===== src/rtl/bra_pkg.sv =====
// ----------------------------------------------------------------------------
// Best rational approximator package
// Widths, status codes and the sequencer state type.
// ----------------------------------------------------------------------------
package bra_pkg;

    localparam int WORD_W            = 64;
    localparam int ITERATION_CAP_DEF = 128;

    localparam logic STATUS_OK  = 1'b0;
    localparam logic STATUS_BAD = 1'b1;

    typedef logic [WORD_W-1:0] t_word;

    typedef enum logic [5:0] {
        ST_IDLE = 6'b000001,
        ST_LOOP = 6'b000010,
        ST_DIV  = 6'b000100,
        ST_MUL  = 6'b001000,
        ST_ADD  = 6'b010000,
        ST_DONE = 6'b100000
    } t_state;

endpackage


===== src/rtl/bra_div.sv =====
// ----------------------------------------------------------------------------
// Serial divider
// Restoring division, one quotient bit per cycle.
// ----------------------------------------------------------------------------
module bra_div
    import bra_pkg::*;
#(
    parameter int W = WORD_W
) (
    input  logic         i_clk,
    input  logic         i_rst_n,
    input  logic         i_start,
    input  logic [W-1:0] i_dividend,
    input  logic [W-1:0] i_divisor,
    output logic         o_done,
    output logic [W-1:0] o_quotient,
    output logic [W-1:0] o_remainder
);
    localparam int CNT_W = $clog2(W);

    logic             r_busy;
    logic [CNT_W-1:0] r_cnt;
    logic [W-1:0]     r_rem;
    logic [W-1:0]     r_quo;
    logic [W-1:0]     r_dsr;
    logic             r_done;
    logic [W:0]       n_trial;
    logic [W:0]       n_shift;

    always_comb begin
        n_shift = {r_rem, r_quo[W-1]};
        n_trial = n_shift - {1'b0, r_dsr};
    end

    always_ff @(posedge i_clk) begin
        if (!i_rst_n) begin
            r_busy <= 1'b0;
            r_done <= 1'b0;
            r_cnt  <= '0;
        end else begin
            r_done <= 1'b0;
            if (i_start) begin
                r_busy <= 1'b1;
                r_cnt  <= '0;
                r_rem  <= '0;
                r_quo  <= i_dividend;
                r_dsr  <= i_divisor;
            end else if (r_busy) begin
                // The trial difference going negative means the bit is zero.
                if (!n_trial[W]) begin
                    r_rem <= n_trial[W-1:0];
                    r_quo <= {r_quo[W-2:0], 1'b1};
                end else begin
                    r_rem <= n_shift[W-1:0];
                    r_quo <= {r_quo[W-2:0], 1'b0};
                end
                r_cnt <= r_cnt + 1'b1;
                if (r_cnt == CNT_W'(W - 1)) begin
                    r_busy <= 1'b0;
                    r_done <= 1'b1;
                end
            end
        end
    end

    assign o_done      = r_done;
    assign o_quotient  = r_quo;
    assign o_remainder = r_rem;
endmodule


===== config.mk =====
export PLATFORM = sky130hd
export DESIGN_NAME = bra_div
export DESIGN_NICKNAME = d
export VERILOG_FILES = /design/src/rtl/bra_pkg.sv /design/src/rtl/bra_div.sv
export SDC_FILE = /design/constraint.sdc
export NUM_CORES = 1
export LEC_CHECK = 0
export ABC_CLOCK_PERIOD_IN_PS = 9700
export BUFFER_PORTS_ARGS = -buffer_cell sky130_fd_sc_hd__clkbuf_2
export CAP_MARGIN = 20
export CORE_MARGIN = 2
export CORE_UTILIZATION = 40
export DETAILED_ROUTE_END_ITERATION = 12
export GPL_TIMING_DRIVEN = 0
export PLACE_DENSITY = 0.68
export SLEW_MARGIN = 10
export SYNTH_ARGS = -nofsm -noshare
export SYNTH_HDL_FRONTEND = slang
export SYNTH_SLANG_ARGS = --single-unit
export TNS_END_PERCENT = 1

===== constraint.sdc =====
create_clock -name i_clk -period 9.7 [get_ports i_clk]
set_clock_uncertainty 0.15 [all_clocks]
set_input_delay 2.91 -clock i_clk [delete_from_list [all_inputs] [get_ports i_clk]]
set_output_delay 2.91 -clock i_clk [all_outputs]
set_load 0.02 [all_outputs]

**Word level (Yosys, flattened, before mapping)**

Index checks and enable logic that the tools add are counted.

- Register bits after elaboration: 200
- Input port bits: 131
- Output and inout bits: 129
- Word-level logic and storage cells: 25

- $add $sub $neg: 2
- Equality and inequality tests: 1
- Muxes and demuxes: 9
- Bitwise gates (word level): 2
- Reductions and logical operators: 5

Operators by type and width:

| operator | number |
|---|---|
| 64-bit 2-to-1 mux | 4 |
| 65-bit by 64-bit subtractor with 65-bit output | 1 |
| 6-bit by 1-bit adder with 6-bit output (second input constant) | 1 |
| 6-bit == test (second input constant) | 1 |
| 1-bit 2-to-1 mux | 5 |
| 2-bit AND reduction | 2 |
| 3-bit OR reduction | 1 |
| 1-bit inverter | 2 |
| 2-bit nonzero test | 1 |
| 2-bit OR reduction | 1 |

**Logic depth before layout (Yosys ltp)**

- Word-level depth: 4
- Depth in mapped cells: 15
- Mapped depth without buffers: 13

**Worst setup path after synthesis**

OpenSTA, ideal clock, no wires.

- Path type: input to register
- From: input i_start
- To: register r_quo[0] (netlist: o_quotient[0]), enable pin
- Library setup time: 0.499 ns
- Arrival: 6.352 ns
- Required time: 9.051 ns
- Path slack: 2.699 ns
- Cell stages on the path: 3
- Path buffers: 2
- Cells stage by stage: clkbuf_1 -> clkbuf_1 -> o21a_1

- Cells in the longest elaborated chain, start to end: 2

Ends and longest elaborated chain:

| what | line | text |
|---|---|---|
| start, declared | bra_div.sv:12 | `input logic i_start,` |
| 2-bit nonzero test (no line) | -- |  |
| 2-bit AND reduction (no line) | -- |  |
| end signal, assigned | bra_div.sv:46 | `r_quo <= i_dividend;` |
| end signal, assigned | bra_div.sv:52 | `r_quo <= {r_quo[W-2:0], 1'b1};` |
| end signal, assigned | bra_div.sv:55 | `r_quo <= {r_quo[W-2:0], 1'b0};` |
| end, declared | bra_div.sv:24 | `logic [W-1:0] r_quo;` |

No other way between the ends.
A chain may end at the register's enable or synchronous reset.

**Final worst setup path**

- From: input i_start
- To: register r_rem[48] (netlist: o_remainder[48]) (data pin)

RTL lines:

| what | line | text |
|---|---|---|
| end signal, assigned | bra_div.sv:51 | `r_rem <= n_trial[W-1:0];` |
| end signal, assigned | bra_div.sv:54 | `r_rem <= n_shift[W-1:0];` |
| end, declared | bra_div.sv:23 | `logic [W-1:0] r_rem;` |

No word-level cell between the ends.

==> results.py <==
metrics = {
    "place": {
        "place.gp.congestion": 0.9050,
        "placedCellCount": 1790,
        "io_buffers": 258,
        "pre_cts_ws_ns": 4.093,
        "dpl_cell_area_um2": 13890,
        "dp_hpwl_um": 25560,
    },
    "die": {
        "initial_core_util": 0.4058,
        "num_rows": 63,
        "die_h_um": 177.4,
        "dieWidth_um": 177.4,
        "die_area_um2": 31470,
        "coreArea_um2": 29640,
        "ios": 260,
    },
    "routing": {
        "drt-wirelength-per-cell_um": 17.94,
        "firstDrtPassIters": 8,
        "wl_um": 32690,
        "drt_iter0_drc": 572,
        "detail-route-antenna-nets": 0,
        "via_per_inst": 5.285,
        "drc_errors": 0,
        "num_vias": 9630,
    },
    "global_route": {
        "grt_use_total": 0.2084,
        "antenna_found_initial": 2,
        "grt_pass1_vias": 9650,
        "globalRoute.totalOverflow": 0,
        "grt_max_degree": 48,
        "grt_pass1_wl_um": 50670,
    },
    "layout": {
        "stdcell_area_um2": 14480,
        "final_cells": 1822,
        "layout-drive-gt1-share": 0.2730,
        "fin_nets": 1616,
        "nFillCells": 2857,
        "postLayoutCoreUtil": 0.4885,
        "diodes": 0,
        "syn2layout_area_growth_pct": 20.38,
    },
    "synth": {
        "synth_nets": 1335,
        "avgSynthCellArea_um2": 10.57,
        "synth_top_family_by_area": "compound AO/OA/AOI/OAI gates",
        "synthSimpleGateAreaFrac": 0.1216,
        "synth_compound_area_frac": 0.1409,
        "netlist_instances": 1138,
        "synthMuxAreaShare": 0.09072,
        "ys_seq_area_frac": 0.4927,
        "synth_seq_cells": 200,
        "ys.flop_type": "edfxtp_1",
        "synth_fa_ha_area_frac": 0.06929,
        "syn-cell-area_um2": 12030,
        "yosys_warnings": 0,
        "synthArstFlopShare": 0,
        "synth-edff-count": 192,
        "synthXorXnorAreaFrac": 0.04078,
        "yosysUniqueCellTypes": 72,
    },
    "cts": {
        "clockRootBuffer": "clkbuf_16",
        "cts_resized": 0,
        "worst_skew_pair.late_latency_ns": 0.46,
        "postCtsHoldBufs": 0,
        "post-cts-setup-buffer-count": 0,
        "max-clock-path-buffers": 2,
        "cts_buffers": 17,
        "cts_sinks": 200,
        "tritoncts": "yes",
        "htreeDepth": 4,
        "clkTransAtPathRegs_ns": 0.08,
    },
    "timing": {
        "timing.setup.tns_ns": 0,
        "worstMarginPinSlew_ns": 0.9288,
        "clock.fmax_ghz": 0.1968,
        "setup_violations": 0,
        "rsz0062_at_grt": "no",
        "maxSlewHeadroom": 0.3742,
        "finalCritPeriodShare": 0.5239,
        "layout_setup_ws_ns": 4.618,
        "slew_violations": 0,
        "layout_min_cycle_time_ns": 5.082,
        "hold_viol_final": 0,
    },
    "power": {
        "p_leak_nw": 6.058,
        "p_per_area_nw_per_um2": 173.6,
        "irDropWorstVdd_mv": 0.1219,
    },
    "worst_setup_path": {
        "cp.arrival_ns": 5.10,
        "cp-end-kind": "flip-flop",
        "start_kind": "input port",
        "crit_type": "in2reg",
        "cp_max_fo": 10,
        "crit_required_ns": 9.72,
    },
    "run_status": {
        "outcome": "finished clean",
    },
    "flow_run": {
        "maxCapViolCount": 0,
    },
    "worst_hold_path": {
        "min_path_type": "reg2reg",
    },
}
placed cells by master (no fill, tap or decap), types with 9 or more instances in the layout:
master	synthesis	layout
a21o_1	13	13
a21oi_1	112	112
clkbuf_1	24	24
clkbuf_16	0	18
clkbuf_2	1	259
edfxtp_1	192	192
ha_1	65	65
inv_1	88	88
mux2_2	64	64
mux2i_1	37	37
nand2_1	124	124
nand3_1	13	13
nand4_1	18	18
nor2_1	83	83
nor3_1	17	17
o21ai_0	56	56
o21bai_1	11	11
o31ai_1	9	9
xnor2_1	36	36
xor2_1	20	20
worst max-delay path, stage by stage:
cell and delay (ns):
clkbuf_1 0.32, clkbuf_1 0.53, clkbuf_1 0.61, clkbuf_1 0.61
nor2_1 0.11
kinds of logic (layout without fill, tap and decap cells):
logic type / count (synthesis) / after routing
simple gates: 316 / 316
flops: 200 / 200
compound gates: 273 / 273
xor+xnor: 56 / 56
buf+inv: 126 / 420
mux: 101 / 101
fa+ha+maj: 66 / 66
power by group:
group | internal (mW) | leakage (nW) | switching [mW]
logic | 0.285 | 3.86 | 0.444
clock network | 0.356 | 0.293 | 0.361
registers | 1.03 | 1.90 | 0.0385
sequential cells by signal, indices dropped and copies added, names as in the netlist:
register,cells
r_busy,1
o_quotient,64
o_remainder,64
r_dsr,64
o_done,1
r_cnt,6
routing by layer:
metal / part of all wire / routed length [um] / GRT usage / vias to the layer above
met5: 0.00076 / 25 / 0 / -
met4: 0.016 / 539 / 0.06318 / 4
met3: 0.071 / 2322 / 0.05548 / 39
met2: 0.48 / 15750 / 0.3505 / 288
met1: 0.43 / 14050 / 0.2620 / 4557
li1: - / - / - / 4742
area by class of cell:
| class | count | area [um^2] | area share |
|---|---|---|---|
| tap | 390 | 488.0 | 0.03371 |
| clock inverter | 14 | 132.6 | 0.009161 |
| buffer | 38 | 198.9 | 0.01374 |
| multi-input combinational | 812 | 5582 | 0.3855 |
| clock buffer | 18 | 450.4 | 0.03111 |
| sequential | 200 | 5926 | 0.4093 |
| timing repair buffer | 262 | 1370 | 0.09463 |
| inverter | 88 | 330.3 | 0.02282 |
metrics by stage:
step,hold WS (ns),total power [mW]
after global routing,0.3597,2.645
after CTS,0.3434,2.534
after floorplan,0.3077,1.602
after detailed placement,0.3319,1.815
final,0.3473,2.514
after global placement,0.3216,1.805
synth_stat cells, drive strengths merged (7+ instances only):
master	number	share of area
ha	65	0.068
or3	8	0.0042
nand2	125	0.039
mux2	64	0.060
edfxtp	192	0.48
a21o	13	0.0081
xnor2	36	0.026
nand3b	7	0.0044
nor2	84	0.027
a211oi	7	0.0044
inv	88	0.027
clkbuf	25	0.0079
a21oi	116	0.050
nand4	18	0.0094
mux2i	37	0.031
xor2	20	0.015
o21a	7	0.0044
nand2b	8	0.0042
o21ai	62	0.026
o211ai	8	0.0050
and3	7	0.0036
nor3	18	0.0079
o31ai	9	0.0056
nand3	13	0.0054
dfxtp	8	0.013
o21bai	11	0.0069
buf	13	0.0086
a31oi	8	0.0042
path summary, 6_finish.rpt:
| path | slack (ns) | depth (start not counted) | start | end |
|---|---|---|---|---|
| hold / removal | 0.35 | 2 | r_cnt[5] | r_cnt[5] |
| setup reg to reg | 5.50 | 14 | o_quotient[63] | o_remainder[31] |
| setup / recovery | 4.62 | 5 | i_start | o_remainder[48] |
| hold reg to reg | 0.35 | 2 | r_cnt[5] | r_cnt[5] |
No activity file was read; power rests on OpenSTA's default activity.
